File: config.mk
export PLATFORM = sky130hd
export DESIGN_NAME = barometer_compensation
export DESIGN_NICKNAME = d
export VERILOG_FILES = /design/src/hw/rtl/baro_pkg.sv /design/src/hw/rtl/baro_mul.sv /design/src/hw/rtl/baro_seq.sv /design/src/hw/rtl/barometer_compensation.sv
export SDC_FILE = /design/constraint.sdc
export NUM_CORES = 2
export LEC_CHECK = 0
export BUFFER_PORTS_ARGS = -buffer_cell sky130_fd_sc_hd__clkbuf_2
export CAP_MARGIN = 0
export CORE_MARGIN = 3
export CORE_UTILIZATION = 66
export DETAILED_ROUTE_END_ITERATION = 8
export GPL_TIMING_DRIVEN = 1
export PLACE_DENSITY = 0.82
export RECOVER_POWER = 25
export SLEW_MARGIN = 25
export SYNTH_ARGS = -nofsm -noshare
export SYNTH_HDL_FRONTEND = slang
export SYNTH_SLANG_ARGS = --single-unit
File: constraint.sdc
create_clock -name i_clk -period 12.1 [get_ports i_clk]
set_input_delay 0.605 -clock i_clk [delete_from_list [all_inputs] [get_ports i_clk]]
set_output_delay 0.605 -clock i_clk [all_outputs]
set_load 0.005 [all_outputs]
File: src/hw/rtl/baro_pkg.sv
`timescale 1ns / 1ps

package baro_pkg;

    // Field and datapath widths.
    localparam int RAW_W      = 24;
    localparam int CAL_W      = 16;
    localparam int IDX_W      = 3;
    localparam int DT_W       = 25;
    localparam int TEMP_W     = 20;
    localparam int DIFF5_W    = 23;
    localparam int T2_W       = 17;
    localparam int OFF_W      = 37;
    localparam int SENS_W     = 36;
    localparam int SENS_LO_W  = 18;
    localparam int MUL_W      = 26;
    localparam int PROD_W     = 52;
    localparam int SUM_W      = 44;
    localparam int X_W        = 42;
    localparam int P_W        = 27;
    localparam int TEMP_OUT_W = 15;
    localparam int PRES_OUT_W = 17;

    // Configuration register indexes.
    localparam logic [IDX_W-1:0] REG_SENS     = 3'd0;
    localparam logic [IDX_W-1:0] REG_OFFSET   = 3'd1;
    localparam logic [IDX_W-1:0] REG_TCS      = 3'd2;
    localparam logic [IDX_W-1:0] REG_TCO      = 3'd3;
    localparam logic [IDX_W-1:0] REG_TREF     = 3'd4;
    localparam logic [IDX_W-1:0] REG_TEMPSENS = 3'd5;

    // Sequencer steps.
    typedef logic [3:0] t_step;
    localparam t_step ST_IDLE  = 4'd0;
    localparam t_step ST_MTEMP = 4'd1;
    localparam t_step ST_MOFF  = 4'd2;
    localparam t_step ST_MSENS = 4'd3;
    localparam t_step ST_MDT2  = 4'd4;
    localparam t_step ST_MSQ   = 4'd5;
    localparam t_step ST_CORR  = 4'd6;
    localparam t_step ST_MPL   = 4'd7;
    localparam t_step ST_MPH   = 4'd8;
    localparam t_step ST_SUM   = 4'd9;
    localparam t_step ST_DONE  = 4'd10;

    typedef struct packed {
        logic  ready;
        t_step step;
        logic  finish;
    } t_seq_ctrl;

    // Reference temperature and saturation bounds.
    localparam logic signed [TEMP_W-1:0] TEMP_REF = 20'sd2000;
    localparam logic signed [TEMP_W-1:0] TEMP_LO  = -20'sd4000;
    localparam logic signed [TEMP_W-1:0] TEMP_HI  = 20'sd8500;
    localparam logic signed [P_W-1:0]    PRES_LO  = 27'sd1000;
    localparam logic signed [P_W-1:0]    PRES_HI  = 27'sd120000;

endpackage

File: src/hw/rtl/baro_mul.sv
`timescale 1ns / 1ps

module baro_mul
    import baro_pkg::*;
(
    input  logic                     i_clk,
    input  logic signed [MUL_W-1:0]  i_a,
    input  logic signed [MUL_W-1:0]  i_b,
    output logic signed [PROD_W-1:0] o_prod
);

    logic signed [PROD_W-1:0] r_prod;

    // Product is registered so that the next step sees a clean value.
    always_ff @(posedge i_clk) begin
        r_prod <= i_a * i_b;
    end

    assign o_prod = r_prod;

endmodule

File: src/hw/rtl/baro_seq.sv
`timescale 1ns / 1ps

module baro_seq
    import baro_pkg::*;
(
    input  logic      i_clk,
    input  logic      i_rst_n,
    input  logic      i_start,
    input  logic      i_out_free,
    output t_seq_ctrl o_ctrl
);

    t_step r_state;
    t_step n_state;

    always_comb begin
        n_state = r_state;
        case (r_state)
            ST_IDLE: begin
                if (i_start) begin
                    n_state = ST_MTEMP;
                end
            end
            ST_MTEMP: n_state = ST_MOFF;
            ST_MOFF:  n_state = ST_MSENS;
            ST_MSENS: n_state = ST_MDT2;
            ST_MDT2:  n_state = ST_MSQ;
            ST_MSQ:   n_state = ST_CORR;
            ST_CORR:  n_state = ST_MPL;
            ST_MPL:   n_state = ST_MPH;
            ST_MPH:   n_state = ST_SUM;
            ST_SUM:   n_state = ST_DONE;
            ST_DONE: begin
                if (i_out_free) begin
                    n_state = ST_IDLE;
                end
            end
            default:  n_state = ST_IDLE;
        endcase
    end

    always_ff @(posedge i_clk) begin
        if (!i_rst_n) begin
            r_state <= ST_IDLE;
        end else begin
            r_state <= n_state;
        end
    end

    assign o_ctrl.ready  = (r_state == ST_IDLE);
    assign o_ctrl.step   = r_state;
    assign o_ctrl.finish = (r_state == ST_DONE) && i_out_free;

endmodule

File: src/hw/rtl/barometer_compensation.sv
`timescale 1ns / 1ps

// Sequencing: one item at a time, taken only in the idle step: seven steps on one shared 26x26
// multiplier, one correction, one summing and one output step, then the idle step takes the next input;
// a result that has not been taken yet holds the sequencer in its output step.
// Reset: i_rst_n is synchronous and active low; it clears the calibration registers, the
// stored raw readings, the sequencer and the output valid flag.
module barometer_compensation
    import baro_pkg::*;
(
    input  logic                         i_clk,
    input  logic                         i_rst_n,
    // Configuration write channel.
    input  logic                         i_cfg_valid,
    output logic                         o_cfg_ready,
    input  logic [IDX_W-1:0]             i_cfg_index,
    input  logic [CAL_W-1:0]             i_cfg_data,
    // Raw reading input channel.
    input  logic                         i_in_valid,
    output logic                         o_in_ready,
    input  logic                         i_action,
    input  logic [RAW_W-1:0]             i_raw_value,
    // Compensated result output channel.
    output logic                         o_out_valid,
    input  logic                         i_out_ready,
    output logic signed [TEMP_OUT_W-1:0] o_temp_centi_c,
    output logic [PRES_OUT_W-1:0]        o_pressure_pa
);

    // Calibration coefficients C1..C6.
    logic [CAL_W-1:0] r_cal_sens;
    logic [CAL_W-1:0] r_cal_offset;
    logic [CAL_W-1:0] r_cal_tcs;
    logic [CAL_W-1:0] r_cal_tco;
    logic [CAL_W-1:0] r_cal_tref;
    logic [CAL_W-1:0] r_cal_tempsens;

    // Latest raw pressure (D1) and temperature (D2) readings.
    logic [RAW_W-1:0] r_last_p;
    logic [RAW_W-1:0] r_last_t;

    // Working registers of the compensation.
    logic signed [DT_W-1:0]   r_dt;
    logic signed [TEMP_W-1:0] r_temp;
    logic signed [OFF_W-1:0]  r_off;
    logic signed [SENS_W-1:0] r_sens;
    logic [T2_W-1:0]          r_t2;
    logic                     r_cold;
    logic [RAW_W-1:0]         r_lo;
    logic signed [X_W-1:0]    r_x;

    // Output register.
    logic                         r_out_valid;
    logic signed [TEMP_OUT_W-1:0] r_temp_out;
    logic [PRES_OUT_W-1:0]        r_pres_out;

    t_seq_ctrl                w_ctrl;
    logic                     w_accept;
    logic                     w_out_free;
    logic [RAW_W-1:0]         w_dt_src;
    logic signed [DT_W-1:0]   w_dt_new;
    logic signed [TEMP_W-1:0] w_diff;
    logic signed [DIFF5_W-1:0] w_diff5;
    logic signed [MUL_W-1:0]  w_mul_a;
    logic signed [MUL_W-1:0]  w_mul_b;
    logic signed [PROD_W-1:0] w_prod;
    logic signed [SUM_W-1:0]  w_sum;
    logic signed [P_W-1:0]    w_p;
    logic signed [TEMP_W-1:0] w_temp_sat;
    logic signed [P_W-1:0]    w_p_sat;

    assign o_cfg_ready = 1'b1;
    assign o_in_ready  = w_ctrl.ready;
    assign w_accept    = i_in_valid && w_ctrl.ready;
    assign w_out_free  = !r_out_valid || i_out_ready;

    baro_seq u_seq (
        .i_clk      (i_clk),
        .i_rst_n    (i_rst_n),
        .i_start    (w_accept),
        .i_out_free (w_out_free),
        .o_ctrl     (w_ctrl)
    );

    baro_mul u_mul (
        .i_clk  (i_clk),
        .i_a    (w_mul_a),
        .i_b    (w_mul_b),
        .o_prod (w_prod)
    );

    // The temperature difference dT is formed in the transfer cycle itself, from the
    // incoming value when the item is a temperature reading.
    assign w_dt_src = i_action ? i_raw_value : r_last_t;
    assign w_dt_new = $signed({1'b0, w_dt_src}) - $signed({1'b0, r_cal_tref, 8'b0});

    // Distance below 20.00 C and five times it, for the second-order square term.
    assign w_diff  = r_temp - TEMP_REF;
    assign w_diff5 = (DIFF5_W'(w_diff) <<< 2) + DIFF5_W'(w_diff);

    // Operand selection for the shared multiplier. Each step issues one product, which
    // the following step consumes. D1 times SENS is split into a low half of 18 unsigned
    // bits and a signed high half so that both partial products fit the multiplier.
    always_comb begin
        w_mul_a = '0;
        w_mul_b = '0;
        case (w_ctrl.step)
            ST_MTEMP: begin
                w_mul_a = MUL_W'(r_dt);
                w_mul_b = $signed(MUL_W'(r_cal_tempsens));
            end
            ST_MOFF: begin
                w_mul_a = MUL_W'(r_dt);
                w_mul_b = $signed(MUL_W'(r_cal_tco));
            end
            ST_MSENS: begin
                w_mul_a = MUL_W'(r_dt);
                w_mul_b = $signed(MUL_W'(r_cal_tcs));
            end
            ST_MDT2: begin
                w_mul_a = MUL_W'(r_dt);
                w_mul_b = MUL_W'(r_dt);
            end
            ST_MSQ: begin
                w_mul_a = MUL_W'(w_diff5);
                w_mul_b = MUL_W'(w_diff);
            end
            ST_MPL: begin
                w_mul_a = $signed(MUL_W'(r_last_p));
                w_mul_b = $signed(MUL_W'(r_sens[SENS_LO_W-1:0]));
            end
            ST_MPH: begin
                w_mul_a = $signed(MUL_W'(r_last_p));
                w_mul_b = MUL_W'($signed(r_sens[SENS_W-1:SENS_LO_W]));
            end
            default: begin
                w_mul_a = '0;
                w_mul_b = '0;
            end
        endcase
    end

    // Since the low partial product is never negative, flooring it by 2^18 first and then
    // flooring the sum by 2^3 gives the same result as flooring the full product by 2^21.
    assign w_sum = SUM_W'(w_prod) + $signed(SUM_W'(r_lo));

    // Final pressure and saturation of both results.
    assign w_p = P_W'(r_x >>> 15);

    always_comb begin
        if (r_temp < TEMP_LO) begin
            w_temp_sat = TEMP_LO;
        end else if (r_temp > TEMP_HI) begin
            w_temp_sat = TEMP_HI;
        end else begin
            w_temp_sat = r_temp;
        end
        if (w_p < PRES_LO) begin
            w_p_sat = PRES_LO;
        end else if (w_p > PRES_HI) begin
            w_p_sat = PRES_HI;
        end else begin
            w_p_sat = w_p;
        end
    end

    // Configuration registers and stored raw readings.
    always_ff @(posedge i_clk) begin
        if (!i_rst_n) begin
            r_cal_sens     <= '0;
            r_cal_offset   <= '0;
            r_cal_tcs      <= '0;
            r_cal_tco      <= '0;
            r_cal_tref     <= '0;
            r_cal_tempsens <= '0;
            r_last_p       <= '0;
            r_last_t       <= '0;
        end else begin
            if (i_cfg_valid && o_cfg_ready) begin
                case (i_cfg_index)
                    REG_SENS:     r_cal_sens     <= i_cfg_data;
                    REG_OFFSET:   r_cal_offset   <= i_cfg_data;
                    REG_TCS:      r_cal_tcs      <= i_cfg_data;
                    REG_TCO:      r_cal_tco      <= i_cfg_data;
                    REG_TREF:     r_cal_tref     <= i_cfg_data;
                    REG_TEMPSENS: r_cal_tempsens <= i_cfg_data;
                    default: ;
                endcase
            end
            if (w_accept) begin
                if (i_action) begin
                    r_last_t <= i_raw_value;
                end else begin
                    r_last_p <= i_raw_value;
                end
            end
        end
    end

    // Compensation datapath. The first-order TEMP, OFF and SENS are built one product at
    // a time; the second-order correction is applied in one step when TEMP is below
    // 20.00 C, and then D1 times SENS is summed from its two partial products.
    always_ff @(posedge i_clk) begin
        case (w_ctrl.step)
            ST_IDLE: begin
                if (w_accept) begin
                    r_dt <= w_dt_new;
                end
            end
            ST_MOFF: begin
                r_temp <= TEMP_REF + TEMP_W'(w_prod >>> 23);
            end
            ST_MSENS: begin
                r_off <= $signed(OFF_W'({r_cal_offset, 16'b0})) + OFF_W'(w_prod >>> 7);
            end
            ST_MDT2: begin
                r_sens <= $signed(SENS_W'({r_cal_sens, 15'b0})) + SENS_W'(w_prod >>> 8);
            end
            ST_MSQ: begin
                r_t2   <= w_prod[47:31];
                r_cold <= (r_temp < TEMP_REF);
            end
            ST_CORR: begin
                if (r_cold) begin
                    r_temp <= r_temp - $signed(TEMP_W'(r_t2));
                    r_off  <= r_off - OFF_W'(w_prod >>> 1);
                    r_sens <= r_sens - SENS_W'(w_prod >>> 2);
                end
            end
            ST_MPH: begin
                r_lo <= w_prod[41:18];
            end
            ST_SUM: begin
                r_x <= X_W'(w_sum >>> 3) - X_W'(r_off);
            end
            default: ;
        endcase
    end

    // Output register: it holds a finished result until its transfer, while the
    // sequencer is already free to take the next reading.
    always_ff @(posedge i_clk) begin
        if (!i_rst_n) begin
            r_out_valid <= 1'b0;
        end else if (w_ctrl.finish) begin
            r_out_valid <= 1'b1;
        end else if (i_out_ready) begin
            r_out_valid <= 1'b0;
        end
    end

    always_ff @(posedge i_clk) begin
        if (w_ctrl.finish) begin
            r_temp_out <= TEMP_OUT_W'(w_temp_sat);
            r_pres_out <= w_p_sat[PRES_OUT_W-1:0];
        end
    end

    assign o_out_valid    = r_out_valid;
    assign o_temp_centi_c = r_temp_out;
    assign o_pressure_pa  = r_pres_out;

    // After an input transfer the block stays busy until the result is formed.
    a_busy_after_accept: assert property (@(posedge i_clk) disable iff (!i_rst_n)
        w_accept |=> !o_in_ready)
        else $error("input accepted while a reading was still being compensated");

    // A new result only appears from the final sequencer step.
    a_result_from_done: assert property (@(posedge i_clk) disable iff (!i_rst_n)
        $rose(o_out_valid) |-> $past(w_ctrl.step) == ST_DONE)
        else $error("output valid raised outside the final step");

    // Delivered results always lie within the saturation bounds.
    a_temp_range: assert property (@(posedge i_clk) disable iff (!i_rst_n)
        o_out_valid |-> (o_temp_centi_c >= -15'sd4000) && (o_temp_centi_c <= 15'sd8500))
        else $error("temperature result outside its saturation range");

    a_pres_range: assert property (@(posedge i_clk) disable iff (!i_rst_n)
        o_out_valid |-> (o_pressure_pa >= 17'd1000) && (o_pressure_pa <= 17'd120000))
        else $error("pressure result outside its saturation range");

endmodule
# Yosys cells after proc, flatten, opt, wreduce, memory -nomap -nowiden
# Index checks and enable logic that the tools add are counted.
# word_totals
elab_cells	101
reg_bits	431
# classes
bitwise	1
magnitude_cmp	5
mul	1
eq_ne	18
n_reduce_logical	26
mux	16
n_addsub	11
# ops
operator	count
$pmux W26 S7	1
$pmux W26 S3	1
$pmux W37 S2	1
$pmux W36 S2	1
$mul A26 B26 Y48	1
$add A44 B25 Y44	1
$pmux W4 S11	1
$sub A41 B37 Y42	1
$pmux W20 S2	1
$add A33 B37 Y37	1
$mux W37	1
$sub A37 B37 Y37	1
$add A32 B36 Y36	1
$mux W36	1
$sub A36 B36 Y36	1
$gt A27 B18 Y1 const B	1
$lt A27 B11 Y1 const B	1
$sub A24 B24 Y25	1
$mux W24	1
$reduce_and A2 Y1	12
$add A22 B20 Y23	1
$add A12 B20 Y20 const A	1
$gt A20 B15 Y1 const B	1
$lt A20 B12 Y1 const B	1
26 further kinds	43

# Depth between registers and ports, before layout
# depth
ltp_word	4
ltp_mapped	42

# Cells and area by module
# Synthesis repeated with hierarchy kept, for this count alone.
# hier_totals
hier_cells	5645
area_unflattened_um2	51375.5
# by_module_without_submodules
module	seq_area_each_um2	cells_each	n_inst	area_each_um2
baro_mul	1041.0	2763	1	25575.8
barometer_compensation	9479.1	2857	1	25562.0
baro_seq	80.1	25	1	237.7

# Worst setup path after synthesis
# Ideal clock, no wire load.
# synth_path
kind	register to register
start	register r_temp[4]
end	register u_mul.r_prod[47], in the netlist u_mul.o_prod[47]
arrival_time_ns	9.655
slack_ns	2.325
required_ns	11.980
setup_ns	0.120
path_stages_with_launch	40
cell_sequence	edfxtp_1 inv_1 ha_1 nor3_1 a21oi_1 xor2_1 ha_1 nand2_1 nor2_1 a32o_1 or3_1 o221ai_1 a21boi_1 mux2_2 o21ai_2 buf_4 nand2_1 fa_1 [... 4 more ...] fa_1 inv_1 fa_1 fa_1 inv_1 fa_1 inv_1 ha_1 a21o_1 a21o_1 a21oi_1 o21ai_0 o31a_2 o32ai_2 o31ai_1 a2111oi_0 a21oi_1 xnor2_1
# synth_between
elab_chain_cells	4
# synth_lines
item	line	source
start, declared	barometer_compensation.sv:44	logic signed [TEMP_W-1:0] r_temp;
start signal, assigned	barometer_compensation.sv:211	r_temp <= TEMP_REF + TEMP_W'(w_prod >>> 23);
start signal, assigned	barometer_compensation.sv:225	r_temp <= r_temp - $signed(TEMP_W'(r_t2));
$sub A20 B12 Y20 (*)	barometer_compensation.sv:98	assign w_diff = r_temp - TEMP_REF;
$add A22 B20 Y23	barometer_compensation.sv:99	assign w_diff5 = (DIFF5_W'(w_diff) <<< 2) + DIFF5_W'(w_diff);
$pmux W26 S3	barometer_compensation.sv:107	case (w_ctrl.step)
$mul A26 B26 Y48 (*)	baro_mul.sv:16	r_prod <= i_a * i_b;
end signal, assigned	baro_mul.sv:16	
end, declared	baro_mul.sv:12	logic signed [PROD_W-1:0] r_prod;
# Mark *: on every way between the ends. The rest lies on a longest branch, timed or not.
# A chain may end at the register's enable or synchronous reset.

# Worst setup path after layout
# layout_path
start	register r_temp[4]
end	register u_mul.r_prod[42], in the netlist u_mul.o_prod[42]
# The elaborated chain is that of the path after synthesis.

==> impl_metrics.json <==
{
  "met1_length_mm": 57.6,
  "arrival_ps": 11710,
  "hold_viol_final": 0,
  "synth.area.top_cells": "fa_1, edfxtp_1, ha_1, dfxtp_1, inv_1",
  "via_count": 40100,
  "setup_tns_ps": 0,
  "critical_path.max_fanout": 18,
  "yosys-top-cells-count": "inv_1, nand2_1, fa_1, nor2_1, ha_1",
  "setup_slack_ps": 843,
  "yosysWarnings": 0,
  "synth_cells": 5425,
  "rrSetupSlack_ps": 840,
  "cts_resized": 0,
  "peakVddDrop_v": 0.000130,
  "globalRoute.totalOverflow": 0,
  "routedWlPerCell_um": 24.0,
  "max_cap_viol_count": 2,
  "finalPower_w": 0.00537,
  "crit_path_top_delay_cell": "a21o_1",
  "clock_skew_ps": 31.4,
  "ant_nets": 0,
  "cts_buffer_depth": 3,
  "slew_headroom": -2.38,
  "synthDominantCellAreaShare": 0.272,
  "worstHoldPathType": "input pin to flop",
  "die_h_um": 278,
  "io_buffers": 82,
  "outcome": "finished with violations",
  "antenna_found_initial": 4,
  "yosysMostFrequentCell": "inv_1",
  "cts-root-buf": "clkbuf_16",
  "wl_met2_mm": 64.9,
  "netlist_area_um2": 48800,
  "drc": 0,
  "nFillCells": 5661,
  "grt_max_degree": 150,
  "cts_buffers": 42,
  "drive_gt1_frac": 0.0530,
  "synth_cell_types": 91,
  "row_count": 99,
  "grtUsageTotal": 0.403,
  "cpMostUsedCell": "fa_1",
  "synthFlopType": "edfxtp_1",
  "violations": "max-capacitance violations, max-slew violations",
  "cp-start-kind": "flop",
  "drt-pass1-iter-count": 8,
  "hold_buffers": 0,
  "worst_slew_pin_slew_ps": 5070,
  "worstSkewPairLatency_ps": 570,
  "syn_to_final_growth_pct": 5.95,
  "grt_pass1_wl_mm": 236,
  "finalCritPeriodShare": 0.930,
  "rsz0062_at_grt": "false",
  "synth-edff-count": 219,
  "viasPerCell": 6.25,
  "hpwl_mm": 120,
  "fin_nets": 6490,
  "hold_ws_ps": 283,
  "core_area_um2": 73100,
  "critPathMaxStageDelay_ps": 750,
  "ys_ff_latch": 416,
  "post-place-ws_ps": 1100,
  "critPathRequiredTime_ps": 12550,
  "clkTransAtPathRegs_ps": 70,
  "synth_top_area_cell": "fa_1",
  "syn_nets": 6498,
  "cts_tree": "built",
  "path_class": "flop to flop",
  "io_pins": 84,
  "dr_wl_met3_mm": 21.4,
  "drv_slew": 177,
  "die_width_um": 278,
  "end_kind": "flop",
  "first_global_vias": 40200,
  "start_util": 0.668,
  "drtIter0Drc": 5132,
  "async_flop_share": 0,
  "cts_setup_buffers": 0,
  "final-setup-viol-count": 0,
  "yosysSeqAreaShare": 0.216,
  "dr.max_layer_used": "met5",
  "leakage_nw": 23.4,
  "post-route-util": 0.708,
  "clock-sinks": 416,
  "max_freq_ghz": 0.0888,
  "ctsHtreeMaxLevel": 2,
  "period_needed_ps": 11260,
  "floorplan.die_area_um2": 77300,
  "drt-total-wl_mm": 154,
  "routabilityCongestion": 1.03,
  "cellPowerDensity_nw_per_um2": 104,
  "avgSynthCellArea_um2": 9.00
}
==> registers in the layout, indices dropped and copies added (netlist names), 15 cells and up <==
register,flops
o_pressure_pa,17
o_temp_centi_c,15
r_cal_offset,16
r_cal_sens,16
r_cal_tco,16
r_cal_tcs,16
r_cal_tempsens,16
r_cal_tref,16
r_dt,25
r_last_p,24
r_last_t,24
r_lo,24
r_off,37
r_sens,36
r_t2,17
r_temp,20
r_x,27
u_mul.o_prod,48
==> per-stage QoR <==
step,std cells,instance area [um^2]
after floorplan,5425,48800
after global placement,6328,50200
after detailed placement,6331,50300
after CTS,6409,51700
after global routing,6410,51700
final,6411,51700
==> cells in the final DEF (no fill, tap or decap), types with 134 or more instances in the layout <==
master    instances
ha_1            360
dfxtp_1         197
inv_1           874
o21ai_0         171
nor2_1          381
edfxtp_1        219
a21boi_0        134
a21oi_1         195
fa_1            663
xnor2_1         190
nand2_1         826
==> critical path, delay by kind of cell (launching register included) <==
family          cells  cell delay, ps
flops               1             470
simple gates       11            2070
xor+xnor            1             300
fa+ha+maj          10            4620
compound gates     10            3260
buf+inv             6             400
==> worst paths after layout <==
kind | from | to | depth (start not counted)
min | i_raw_value[20] | r_last_p[20] | 3
min reg2reg | u_mul.o_prod[44] | r_t2[13] | 0
max | r_temp[4] | u_mul.o_prod[42] | 38
max reg2reg | r_temp[4] | u_mul.o_prod[42] | 38
==> cells by family (layout without fill, tap and decap cells) <==
logic type / after synthesis / after routing / share of synthesized area
AND/OR/NAND/NOR: 1640 / 1640 / 0.146
buffers and inverters: 1089 / 1115 / 0.0843
adder cells (fa/ha/maj): 1024 / 1024 / 0.365
AO/OA/AOI/OAI: 930 / 930 / 0.129
flip-flops: 416 / 416 / 0.216
XOR/XNOR: 274 / 274 / 0.0492
multiplexers: 51 / 51 / 0.0111
other: 1 / 2 / 0.0000768
==> layer usage <==
layer / track usage / up-vias
met5: 0 / -
met4: 0.204 / 2
met3: 0.105 / 588
met2: 0.595 / 2575
met1: 0.555 / 19400
li1: - / 17500
==> power breakdown <==
part	total, W	leakage [nW]	internal [W]	switching [W]
Combinational	0.00223	19.1	0.000812	0.00142
Clock	0.00137	0.695	0.000759	0.000614
Sequential	0.00177	3.62	0.00163	0.000140
==> final cells by class <==
| class | count | area [um^2] | area share |
|---|---|---|---|
| timing repair buffer | 161 | 988 | 0.0191 |
| sequential | 416 | 10500 | 0.203 |
| antenna | 1 | 2.50 | 0.0000484 |
| multi-input combinational | 3920 | 34300 | 0.663 |
| tap | 959 | 1200 | 0.0232 |
| clock buffer | 56 | 1210 | 0.0234 |
| inverter | 876 | 3290 | 0.0636 |
| clock inverter | 22 | 214 | 0.00414 |
Note: power is estimated with default switching activity, not from simulation.
